File: config.mk
export PLATFORM = sky130hd
export DESIGN_NAME = q2a_sqrt_stage
export DESIGN_NICKNAME = d
export VERILOG_FILES = /design/src/q2a_sqrt_stage.sv
export SDC_FILE = /design/constraint.sdc
export NUM_CORES = 1
export LEC_CHECK = 0
export ABC_CLOCK_PERIOD_IN_PS = 800
export BUFFER_PORTS_ARGS = -buffer_cell sky130_fd_sc_hd__buf_2
export CORE_MARGIN = 2
export CORE_UTILIZATION = 35
export CTS_BUF_LIST = sky130_fd_sc_hd__clkbuf_4 sky130_fd_sc_hd__clkbuf_8
export DETAILED_ROUTE_END_ITERATION = 7
export GPL_TIMING_DRIVEN = 0
export HOLD_SLACK_MARGIN = 0.02
export SLEW_MARGIN = 0
export SYNTH_ARGS = -nofsm -noshare
export SYNTH_HDL_FRONTEND = slang
export SYNTH_SLANG_ARGS = --single-unit
File: constraint.sdc
create_clock -name clk -period 0.8 [get_ports clk]
set_input_delay 0.24 -clock clk [delete_from_list [all_inputs] [get_ports clk]]
set_output_delay 0.24 -clock clk [all_outputs]
set_load 0.005 [all_outputs]
File: src/q2a_sqrt_stage.sv
// One stage of the pipelined bit-pair square root, two result bits a stage.
`timescale 1ns / 1ps
`default_nettype none
module q2a_sqrt_stage #(
	parameter int STEP = 0,
	parameter int PAYW = 1
) (
	input  wire logic            clk,
	input  wire logic            arst_n,
	input  wire logic            en,
	input  wire logic            vin,
	input  wire logic [61:0]     n_in,
	input  wire logic [61:0]     r_in,
	input  wire logic [PAYW-1:0] pay_in,
	output logic                 vout,
	output logic [61:0]          n_out,
	output logic [61:0]          r_out,
	output logic [PAYW-1:0]      pay_out
);
	// two restoring steps, bit positions 60-4*STEP and 58-4*STEP
	localparam int B0 = 60 - 4 * STEP;
	localparam int B1 = 58 - 4 * STEP;
	// the last stage of a 31-bit root has only the first step
	localparam bit HAS1 = (B1 >= 0);
	localparam int S1 = HAS1 ? B1 : 0;

	logic [63:0] n0, r0, n1, r1, n2, r2, t;

	always_comb begin
		n0 = {2'b00, n_in};
		r0 = {2'b00, r_in};
		t = r0 + (64'd1 << B0);
		if (n0 >= t) begin
			n1 = n0 - t;
			r1 = (r0 >> 1) + (64'd1 << B0);
		end else begin
			n1 = n0;
			r1 = r0 >> 1;
		end
		t = r1 + (64'd1 << S1);
		if (!HAS1) begin
			n2 = n1;
			r2 = r1;
		end else if (n1 >= t) begin
			n2 = n1 - t;
			r2 = (r1 >> 1) + (64'd1 << S1);
		end else begin
			n2 = n1;
			r2 = r1 >> 1;
		end
	end

	always_ff @(posedge clk or negedge arst_n) begin
		if (!arst_n) begin
			vout <= 1'b0;
		end else if (en) begin
			vout <= vin;
		end
	end

	always_ff @(posedge clk) begin
		if (en) begin
			n_out <= n2[61:0];
			r_out <= r2[61:0];
			pay_out <= pay_in;
		end
	end
endmodule
`default_nettype wire

# ---- Word level (Yosys, flattened, before mapping)
# Index checks and enable logic that the tools add are counted.
dict set report totals {
  ff_bits 126
  in_bits 129
  out_inout_bits 126
  word_cells 16
}
dict set report classes {
  add_sub_neg 6
  order_cmp 2
  mux 4
}
# op n
set ops {}
lappend ops {{two-way mux 62 bit} 3}
lappend ops {{>= comparator 64 x 63 -> 1 bit} 1}
lappend ops {{two-way mux 64 bit} 1}
lappend ops {{subtractor 62 x 63 -> 64 bit} 1}
lappend ops {{adder 62 x 59 -> 63 bit (second input constant)} 1}
lappend ops {{adder 62 x 61 -> 63 bit (second input constant)} 1}
lappend ops {{>= comparator 62 x 63 -> 1 bit} 1}
lappend ops {{adder 61 x 59 -> 62 bit (second input constant)} 1}
lappend ops {{adder 61 x 61 -> 62 bit (second input constant)} 1}
lappend ops {{subtractor 62 bit} 1}

# ---- Depth between registers and ports, before layout
dict set report depth {
  depth_word 6
  mapped_depth 31
  ltp_nobuf 26
}

# ---- Worst setup path after synthesis
# No wires, ideal clock.
dict set report synth_timing {
  path_type {input to register}
  from {input port r_in[35]}
  to {register n_out[59], data pin}
  setup_ps 260
  arrival_time_ps 5811
  setup_slack_ps -5272
  path_stages 29
  path_cell_list {inv_1 ha_1 clkbuf_1 a21o_1 a31oi_1 o21bai_1 a211oi_1 a31oi_1 a31o_2 or2_1 buf_2 buf_2 buf_2 o21ai_0 ha_1 inv_1 fa_1 and3_1 o211a_1 nor3_4 o21bai_2 a2111oi_4 o31ai_2 o211ai_2 a31oi_1 or2_1 buf_2 buf_4 mux2_4}
}
dict set report synth_between {
  elab_chain_cells 6
  word_cells_on_any_way 10
  classes_between {add/sub: 5; order compare: 2; mux: 3}
}
# item line_no
set synth_lines {}
lappend synth_lines {{start: declaration} 13} ;# input wire logic [61:0] r_in,
lappend synth_lines {{adder 62 x 61 -> 63 bit} 32} ;# t = r0 + (64'd1 << B0);
lappend synth_lines {{>= comparator 62 x 63 -> 1 bit} 33} ;# if (n0 >= t) begin
lappend synth_lines {{two-way mux 62 bit} 33}
lappend synth_lines {{adder 62 x 59 -> 63 bit} 40} ;# t = r1 + (64'd1 << S1);
lappend synth_lines {{subtractor 62 bit or >= comparator 64 x 63 -> 1 bit (tied branches)} {45, 44}}
lappend synth_lines {{two-way mux 62 bit (*)} 44} ;# end else if (n1 >= t) begin
lappend synth_lines {{net n2[59]} 27} ;# logic [63:0] n0, r0, n1, r1, n2, r2, t;
lappend synth_lines {{end signal: assignment} 63} ;# n_out <= n2[61:0];
lappend synth_lines {{end: declaration} 16} ;# output logic [61:0] n_out,
# The timed path passes the listed nets; every way through them passes the cells marked *.
# A chain may end at the register's enable or synchronous reset.

# ---- Worst setup path after layout
dict set report layout_timing {
  from {input port r_in[39]}
  to {register n_out[58], data pin}
}
# Same word-level chain as after synthesis.

==> key figures <==
Setup path
  – CP Launch Point: r_in[39]
  – Kind of critical path: input port to register
  – Largest delay share family, worst path: compound AO/OA/AOI/OAI gates
  – CP max stage delay: 420 ps
  – Crit path DAT: 5840 ps
  – Reg2reg start: vout$_DFFE_PN0P_
  – CP Capture Type: register
  – Slowest cell on crit path: o311a_1
  – Worst path bufs/invs: 6
  – CP Max Fanout: 6
  – CP required: 1050 ps
  – Startpoint types: input port

Synth
  – Top post-synthesis cells by area: edfxtp_1, ha_1, a21oi_1
  – Seq cells post-synth: 126
  – Top_reg_cell synth: edfxtp_1
  – Mapped Cells: 1516
  – Ys async rst share: 0.7937%
  – Post-synth EDFFs: 125
  – Post-synth top area share: 28.56%
  – Avg Inst Size Synth: 8.670 µm²
  – Largest area contributor in the netlist: edfxtp_1
  – Distinct cells, synth: 79
  – Post-synth design cell area: 13140 µm²
  – Synthesis warning total: 0
  – Synth cell count leaders: a21oi_1, nand2_1, ha_1
  – Synthesized Nets: 1777
  – Top-count cell post-synth: a21oi_1
  – Post-synthesis sequential area ratio: 28.75%

GRT
  – GR met2 Demand/Resource: 40.71%
  – GR peak layer: met2
  – Global Route Usage Sum: 25.15%
  – Overflow after GRT: 0
  – Met1 Use GR: 34.28%
  – Initial antenna violation count: 6
  – GRT met3 Usage: 4.497%
  – Vias in the first global route: 12960
  – Pin count of the biggest net entering global routing: 63
  – First-pass GRT wire length: 74900 µm

Clock tree
  – TritonCTS buffer count: 17
  – CTS tree: built
  – Root buffer cell: clkbuf_8
  – Worst skew pair latency: 490 ps
  – Clock transition at path regs: 90 ps
  – H-Tree Level Count: 4
  – CTS Buffer Depth: 2
  – Clock sink total: 126

Final layout
  – P&R area growth vs syn: 39.41%
  – Final net count: 2186
  – Fillers: 3468
  – Share of post-route cells with drive strength above 1: 32.77%
  – Area of the multi-input gates: 9719 µm²
  – Reg area: 3779 µm²

Route
  – Total iterations of the first detailed-routing run: 5
  – Vias per cell: 5.682
  – Overall routed net length: 50530 µm
  – Drt drc: 0
  – ANT nets after route: 0
  – Via count: 13690
  – Wire per inst: 20.97 µm
  – Initial DRC count: 1064

Timing
  – Final hold violations: 0
  – Unrepaired setup endpoints after global routing: yes
  – Fmax: 178.8 MHz
  – Crit share post-route: 698.9%
  – Worst slew pin tran: 983.9 ps
  – Crit path time final: 5591 ps
  – Clock Skews: 0 ps
  – Final TNS setup: -366950 ps
  – Setup ws final: -4791 ps
  – Hold Slack: 87.00 ps
  – Rel. slew slack: 34.41%
  – Pins Over Slew Limit: 0
  – Final setup vio count: 192

Floorplanning
  – Core area: 36790 µm²
  – Starting Density: 35.73%
  – Die W: 197.8 µm
  – DIE HEIGHT: 197.8 µm
  – DIE AREA: 39120 µm²
  – Io pins: 255
  – Row count: 70

Status
  – Failing checks: negative setup slack
  – Status: complete, but fails checks

Pwr
  – Final total power: 41.18 mW
  – Cell area power density: 2248 nW/µm²
  – Cell leakage power: 7.986 nW
  – VDD IR max: 0.001247 V

Placed design
  – Post-DP HPWL: 37640 µm
  – IO buf count: 254
  – GPL Wtd Cong: 0.9166

Min path
  – Hold path start: en
  – Worst Hold Class: input port to register

Run
  – Max-Cap Viols: 0
-- registers in the layout (all words and copies together) (netlist names) --
name	cells
r_out	62
vout	1
pay_out	1
n_out	62
-- final timing paths --
kind                                        to  slack [ps]  depth (start not counted)
hold reg to reg               vout$_DFFE_PN0P_         510                          1
setup / recovery           n_out[58]$_DFFE_PP_       -4790                         27
min in group asynchronous     vout$_DFFE_PN0P_         580                          3
setup reg to reg              vout$_DFFE_PN0P_          60                          1
hold / removal             r_out[33]$_DFFE_PP_          90                          1
max in group asynchronous     vout$_DFFE_PN0P_         120                          3
-- stage by stage --
stage	instance area (µm²)	util (%)	worst slack (ps)	instances
floorplan	13410	-	-4718	1516
global placement	15270	41.50	-7182	2238
detailed placement	15300	41.60	-7181	2239
CTS	17630	47.92	-4972	2383
global route	18320	49.79	-4930	2407
finish	18320	49.81	-4791	2410
-- cells by family after synthesis --
logic type / after synthesis / synth area share [%]
AO/OA/AOI/OAI: 508 / 24.86
adder cells (fa/ha/maj): 132 / 12.74
multiplexers: 67 / 6.292
buffers and inverters: 167 / 5.217
AND/OR/NAND/NOR: 406 / 14.82
flip-flops: 126 / 28.75
XOR/XNOR: 110 / 7.330
-- power breakdown --
part / switching (mW) / internal (mW)
Sequential: 0.385 / 9.35
Clock: 2.98 / 3.09
Combinational: 13.0 / 12.4
Total: 16.3 / 24.8
-- repair_timing --
item / 4_1_cts / 5_1_grt
hold endpoints to repair: 61 / 0
gates resized for setup: 181 / 123
setup endpoints to repair: 258 / 199
setup buffers: 49 / 32
pin swaps: 42 / 42
hold buffers: 62 / 0
cloned: 9 / 1
-- layout by cell type (no fill, tap or decap), types with 12 or more instances in the layout --
cell type,count
a21oi_2,15
o21ai_0,83
ha_2,14
a21o_1,58
xnor2_1,71
dlygate4sd3_1,62
inv_1,83
o21ai_1,15
buf_6,14
and3_1,12
buf_2,243
xor2_1,39
ha_4,19
clkbuf_8,19
a31oi_1,16
o21a_1,24
edfxtp_1,125
buf_4,77
nor3_1,22
nand3_1,28
nand4_1,38
ha_1,96
mux2_4,51
buf_12,14
nor2_1,78
nor2b_1,13
clkbuf_1,21
o21bai_1,24
a21oi_1,134
nand2_1,133
-- layer usage --
layer  wire [µm]  share of wire, %
met1       22800                45
met2       23230                46
met5          18             0.036
met4        1188               2.4
met3        3295               6.5
-- final cells by class --
| cell class | instances | area share [%] |
|---|---|---|
| multi-input cells | 1223 | 53.04 |
| flip-flops and latches | 126 | 20.62 |
| repair buffers | 407 | 16.00 |
| well taps | 468 | 3.196 |
| plain buffers | 49 | 2.663 |
| inverters | 101 | 2.260 |
| clock buffers | 19 | 1.359 |
| clock inverters | 13 | 0.8057 |
| diodes | 4 | 0.05463 |
No activity file was read; power rests on OpenSTA's default activity.
