[src/q2a_pkg.sv]
// Shared types, constants and CORDIC angle table for the quaternion to attitude block.
`timescale 1ns / 1ps
`default_nettype none
package q2a_pkg;

	localparam int QW = 16;
	localparam int OW = 16;
	localparam int PW = 15;
	// CORDIC operand width: magnitudes up to about 2^34 grow by 1.65
	localparam int CW = 38;
	// angle accumulator, degrees * 65536
	localparam int AW = 26;
	localparam int TAB_N = 24;

	localparam logic signed [15:0] MAT_LIM = 16'sd16384;
	localparam logic signed [15:0] ANG_LIM = 16'sd23040;
	localparam logic signed [15:0] PIT_LIM = 16'sd11520;
	localparam logic signed [AW-1:0] DEG180 = AW'(180 * 65536);
	localparam logic signed [63:0] ONE_Q30 = 64'sd1 << 30;

	typedef logic signed [CW-1:0] cw_t;
	typedef logic signed [AW-1:0] ang_t;

	// atan(2^-i) in degrees * 65536
	function automatic ang_t atan_tab(input logic [4:0] i);
		ang_t r;
		unique case (i)
			5'd0: r = AW'(2949120);
			5'd1: r = AW'(1740967);
			5'd2: r = AW'(919879);
			5'd3: r = AW'(466945);
			5'd4: r = AW'(234379);
			5'd5: r = AW'(117304);
			5'd6: r = AW'(58666);
			5'd7: r = AW'(29335);
			5'd8: r = AW'(14668);
			5'd9: r = AW'(7334);
			5'd10: r = AW'(3667);
			5'd11: r = AW'(1833);
			5'd12: r = AW'(917);
			5'd13: r = AW'(458);
			5'd14: r = AW'(229);
			5'd15: r = AW'(115);
			5'd16: r = AW'(57);
			5'd17: r = AW'(29);
			5'd18: r = AW'(14);
			5'd19: r = AW'(7);
			5'd20: r = AW'(4);
			5'd21: r = AW'(2);
			5'd22: r = AW'(1);
			default: r = '0;
		endcase
		return r;
	endfunction

	// vector state of one CORDIC lane
	typedef struct packed {
		cw_t x;
		cw_t y;
		ang_t z;
	} vec_t;

	// three lanes: roll, pitch, yaw
	typedef struct packed {
		vec_t roll;
		vec_t pitch;
		vec_t yaw;
	} lanes_t;

	typedef logic signed [15:0] mat_t [9];

endpackage
`default_nettype wire

[src/q2a_cordic_stage.sv]
// One vectoring micro-rotation for the three angle lanes.
`timescale 1ns / 1ps
`default_nettype none
module q2a_cordic_stage #(
	parameter int IDX = 0,
	parameter int PAYW = 1
) (
	input  wire logic            clk,
	input  wire logic            arst_n,
	input  wire logic            en,
	input  wire logic            vin,
	input  wire q2a_pkg::lanes_t lin,
	input  wire logic [PAYW-1:0] pay_in,
	output logic                 vout,
	output q2a_pkg::lanes_t      lout,
	output logic [PAYW-1:0]      pay_out
);
	import q2a_pkg::*;

	localparam ang_t ATAB = atan_tab(5'(IDX));

	function automatic vec_t rot(input vec_t v);
		vec_t o;
		cw_t xs, ys;
		xs = v.x >>> IDX;
		ys = v.y >>> IDX;
		if (!v.y[CW-1]) begin
			o.x = v.x + ys;
			o.y = v.y - xs;
			o.z = v.z + ATAB;
		end else begin
			o.x = v.x - ys;
			o.y = v.y + xs;
			o.z = v.z - ATAB;
		end
		return o;
	endfunction

	always_ff @(posedge clk or negedge arst_n) begin
		if (!arst_n) begin
			vout <= 1'b0;
		end else if (en) begin
			vout <= vin;
		end
	end

	always_ff @(posedge clk) begin
		if (en) begin
			lout.roll <= rot(lin.roll);
			lout.pitch <= rot(lin.pitch);
			lout.yaw <= rot(lin.yaw);
			pay_out <= pay_in;
		end
	end
endmodule
`default_nettype wire

[config.mk]
export PLATFORM = sky130hd
export DESIGN_NAME = q2a_cordic_stage
export DESIGN_NICKNAME = d
export VERILOG_FILES = /design/src/q2a_pkg.sv /design/src/q2a_cordic_stage.sv
export SDC_FILE = /design/constraint.sdc
export NUM_CORES = 1
export LEC_CHECK = 0
export BUFFER_PORTS_ARGS = -buffer_cell sky130_fd_sc_hd__buf_2
export CORE_MARGIN = 4
export CORE_UTILIZATION = 45
export DETAILED_ROUTE_END_ITERATION = 12
export PLACE_DENSITY = 0.76
export SLEW_MARGIN = 10
export SYNTH_ARGS = -nofsm -noshare
export SYNTH_HDL_FRONTEND = slang
export SYNTH_SLANG_ARGS = --single-unit
[constraint.sdc]
create_clock -name clk -period 1.1 [get_ports clk]
set_input_delay 0.165 -clock clk [delete_from_list [all_inputs] [get_ports clk]]
set_output_delay 0.165 -clock clk [all_outputs]
set_load 0.02 [all_outputs]
==> impl_metrics.toml, run 1 <==
[die]
fp.dieH_um = 268
io_pins = 619
row_count = 94
start_util = 0.458
die_w_um = 268

[synth]
synth_nets = 4240
synthArstFlopShare = 0.00328
ys_seq_elements = 305
synthCells = 3533
netlist_area_um2 = 30400
yosysSeqAreaShare = 0.302
avgSynthCellArea_um2 = 8.59
synthFlopType = "edfxtp_1"
synth_edf_count = 304
yosysWarnings = 0
yosys-top-cells-area = "edfxtp_1 (30%), ha_1 (16%), a21oi_1 (7.5%), xnor2_1 (6.0%), inv_1 (4.5%)"
yosys.area.top_type_share = 0.301
yosysTopAreaCell = "edfxtp_1"
ys_types = 92

[global_route]
antenna_found_initial = 52
grt-ovfl-total = 23
grt_max_degree = 76
grt_usage = 0.675

[cts]
htreeDepth = 2
cts_num_sinks = 305
cts_buffers = 38
cts_buffer_depth = 3
root_buffer = "clkbuf_16"

[sta]
endpoint_type = "register input"
postGrtWorstEndpoint = "lout[200]$_DFFE_PP_/D"

[run_status]
status = "stopped before the end"
stop_stage = "global routing (5_1_grt)"
first-error = "[ERROR GRT-0232] Routing congestion too high. Check the congestion heatmap in the GUI."

[placement]
hpwl_um = 107000
port_buffers = 618
gp_congestion = 1.00
-- routing by layer --
metal | overflow | track usage
met4 | 5 | 0.554
met1 | 2 | 0.680
met5 | 3 | 0.446
met2 | 2 | 0.824
met3 | 11 | 0.578
-- kinds of logic after synthesis --
family	count (synthesis)	share of synthesized area
AOI/OAI and AO/OA	1235	0.256
and+or+nand+nor	771	0.121
buffers and inverters	529	0.0669
adders and majority gates	396	0.166
DFF	305	0.302
xor gates and xnor gates	243	0.0701
muxes	54	0.0180
-- cells in the mapped netlist, types with 35 or more instances --
master    count
a211oi_1     35
nor2b_1      39
ha_1        384
clkbuf_1     97
nand4_1      43
o21a_1       37
nor3_1       71
nand2b_1     38
a21o_1      104
o21bai_1    104
xnor2_1     209
mux2i_1      50
edfxtp_1    304
nand2_1     163
o21ai_0     230
inv_1       360
a21oi_1     457
nor2_1      277
nand3_1      35
-- metrics by stage --
stage	setup WS, ns	TNS [ns]	cell area [um^2]	hold slack (ns)	std cells
floorplan	-1.68	-224.77	32900	-0.131	3533
global placement	-2.14	-349.76	45400	-0.0566	6089
detailed placement	-2.22	-358.78	45400	-0.0555	6089
CTS	-1.35	-251.42	51400	0.00665	6336
-- repair_timing --
action / CTS
setup buffers: 152
gates resized for setup: 745
setup endpoints to repair: 528
hold buffers: 59
pin swaps: 359
endpoints found under the hold margin: 60
==> run 2, diff against run 1 <==
Settings changed: CORE_UTILIZATION 45 to 30, PLACE_DENSITY 0.76 to default, PLACE_DENSITY_LB_ADDON from default to 0.15.
==> impl_metrics.toml, run 2 <==
[sta]
hold_viol_final = 0
finClkSkew_ns = 0
max_freq_ghz = 0.401
fin_crit_ns = 2.49
setup_viol = 528
finalMaxSlewViolations = 0
rsz0062_at_grt = "true"
fin_crit_sh = 2.27
worst_slack_ns = -1.39
tightest_slew_ns = 0.682
relSlewSlack = 0.541

[die]
row_count = 116
fp.dieH_um = 326
die_w_um = 326
io_pins = 619
core_area_um2 = 100000
dieArea_um2 = 106000
start_util = 0.303

[worst_hold_path]
min-delay-path-class = "in2reg"
hp-start = "lin[16]"

[layout]
top_regs = "lout: 303 flops, pay_out: 1 flops, vout: 1 flops"
fillers = 9254
final_common_cell = "buf_4"
fin_util = 0.539
area_delta_synth_final_pct = 78.2
largest_register = "lout"
largest_reg_flops = 303
drive_gt1_frac = 0.521
mostFrequentLayoutCells = "buf_4 (1,336), buf_2 (555), a21oi_1 (308)"
nNetsFinal = 6272

[worst_setup_path]
arrival_ns = 2.88
worst-path-max-fanout = 4
cp-startpoint = "lin[64]"
cp-end-kind = "flip-flop"
start_kind = "input port"
critPathKind = "in2reg"
cp_data_required_time_ns = 1.48
r2r_start = "vout"

[cts]
cts_tree = "yes"
htreeDepth = 2
cts_num_sinks = 305
cts_buffers = 41
root_buffer = "clkbuf_16"
clk_latency_ns = 0.62
clk_pin_slew_ns = 0.07
cts_buffer_depth = 3

[power_and_ir_drop]
p_leak_uw = 0.0248
power.share.combinational = 0.497
power_uw = 60600
ir_drop_uv = 1270
power.clock.fraction = 0.241
pwr_density_cell_nw_per_um2 = 1120
p_int_uw = 37800
power.share.sequential = 0.262
p_sw_uw = 22900
netSwitchingFraction = 0.377

[synth]
synth_nets = 4240
yosys-top-cells-area = "edfxtp_1 (30%), ha_1 (16%), a21oi_1 (7.5%), xnor2_1 (6.0%), inv_1 (4.5%)"
synthCells = 3533
synth_common_cells = "a21oi_1 (457), ha_1 (384), inv_1 (360)"
synth.most_common_cell = "a21oi_1"
yosysWarnings = 0
ys_seq_elements = 305
yosys.area.top_type_share = 0.301
yosysSeqAreaShare = 0.302
synthFlopType = "edfxtp_1"
synthArstFlopShare = 0.00328
ys_types = 92
avgSynthCellArea_um2 = 8.59
yosysTopAreaCell = "edfxtp_1"
synth_edf_count = 304
netlist_area_um2 = 30400

[placement]
hpwl_um = 115000
port_buffers = 618
gp_congestion = 0.951

[global_route]
grt_pass1_wl_um = 209000
antenna_found_initial = 31
grt_max_degree = 88
grt-ovfl-total = 0
first_global_vias = 35000
grt_usage = 0.252

[routing]
routed_via_density = 4.94
drc = 0
vias = 34400
drt_iter0_drc = 2112
firstDrtPassIters = 5
postRouteAntennaNets = 0
wl_per_cell_um = 20.1
routed_wl_um = 140000

[job]
drv_cap = 0

[run_status]
violations = "setup timing"
status = "finished with violations"
## run 2: worst max-delay path: stages
cell      delay, ns
buf_12         0.11
ha_4           0.15
fa_2           0.35
nor3b_4        0.17
nor3_4         0.16
o211ai_1       0.23
a221oi_4       0.48
a41oi_2        0.20
o41ai_2        0.28
o21ai_1        0.12
a21oi_2        0.22
o21ai_1        0.10
xnor2_1        0.13
## run 2: final timing paths
path / end / slack [ns] / cells past startpoint
max in group asynchronous: vout / 0.61 / 3
min in group asynchronous: vout / 0.38 / 3
setup / recovery: lout[98] / -1.39 / 13
hold / removal: lout[16] / 0.04 / 3
setup reg to reg: vout / 0.36 / 1
hold reg to reg: vout / 0.51 / 1
## run 2: per-stage QoR
stage / setup WS [ns] / hold WS, ns / std cells / instance area [um^2] / TNS, ns
2_1_floorplan: -1.68 / -0.131 / 3533 / 32900 / -224.77
3_3_place_gp: -2.22 / -0.0592 / 6678 / 46800 / -368.19
3_5_place_dp: -2.24 / -0.0591 / 6678 / 46800 / -369.99
4_1_cts: -1.35 / 0.0145 / 6893 / 52100 / -268.95
5_1_grt: -1.51 / 0.0474 / 6963 / 54100 / -293.75
6_report: -1.39 / 0.0421 / 6972 / 54100 / -264.60
## run 2: area by class of cell
| type | count | area [um^2] | share of cell area |
|---|---|---|---|
| multi-input cells | 2699 | 24200 | 0.447 |
| repair buffers | 2143 | 15900 | 0.295 |
| flip-flops and latches | 305 | 9150 | 0.169 |
| well taps | 1357 | 1700 | 0.0314 |
| inverters | 375 | 1670 | 0.0309 |
| clock buffers | 48 | 1050 | 0.0195 |
| clock inverters | 27 | 375 | 0.00694 |
| diodes | 18 | 45.0 | 0.000833 |
## run 2: kinds of logic after synthesis
| kind of cell | share of synthesized area |
|---|---|
| flops | 0.302 |
| buf+inv | 0.0669 |
| fa+ha+maj | 0.166 |
| xor+xnor | 0.0701 |
| simple gates | 0.121 |
| mux | 0.0180 |
| compound gates | 0.256 |
## run 2: timing repair
item / CTS / global route
setup buffers: 105 / 84
hold buffers: 65 / 0
endpoints found under the setup margin: 527 / 531
hold endpoints to repair: 90 / 0
pin swaps: 348 / 265
gates resized for setup: 584 / 322
## run 2: per-layer routing
metal | share of wire | vias to the layer above | track usage
met2 | 0.47 | 1055 | 0.420
met4 | 0.030 | 10 | 0.0792
met3 | 0.061 | 193 | 0.0511
li1 | - | 16800 | -
met5 | 0.00053 | - | 0
met1 | 0.44 | 16400 | 0.329
## run 2: power groups by stage
stage               Clock, uW  Combinational [uW]  Sequential (uW)
detailed placement          0               26000            16100
global placement            0               26000            16100
CTS                     15100               28600            15900
global route            15500               32200            16000
floorplan                   0               11000            18300
finish                  14600               30100            15900
Note: power is estimated with default switching activity, not from simulation.
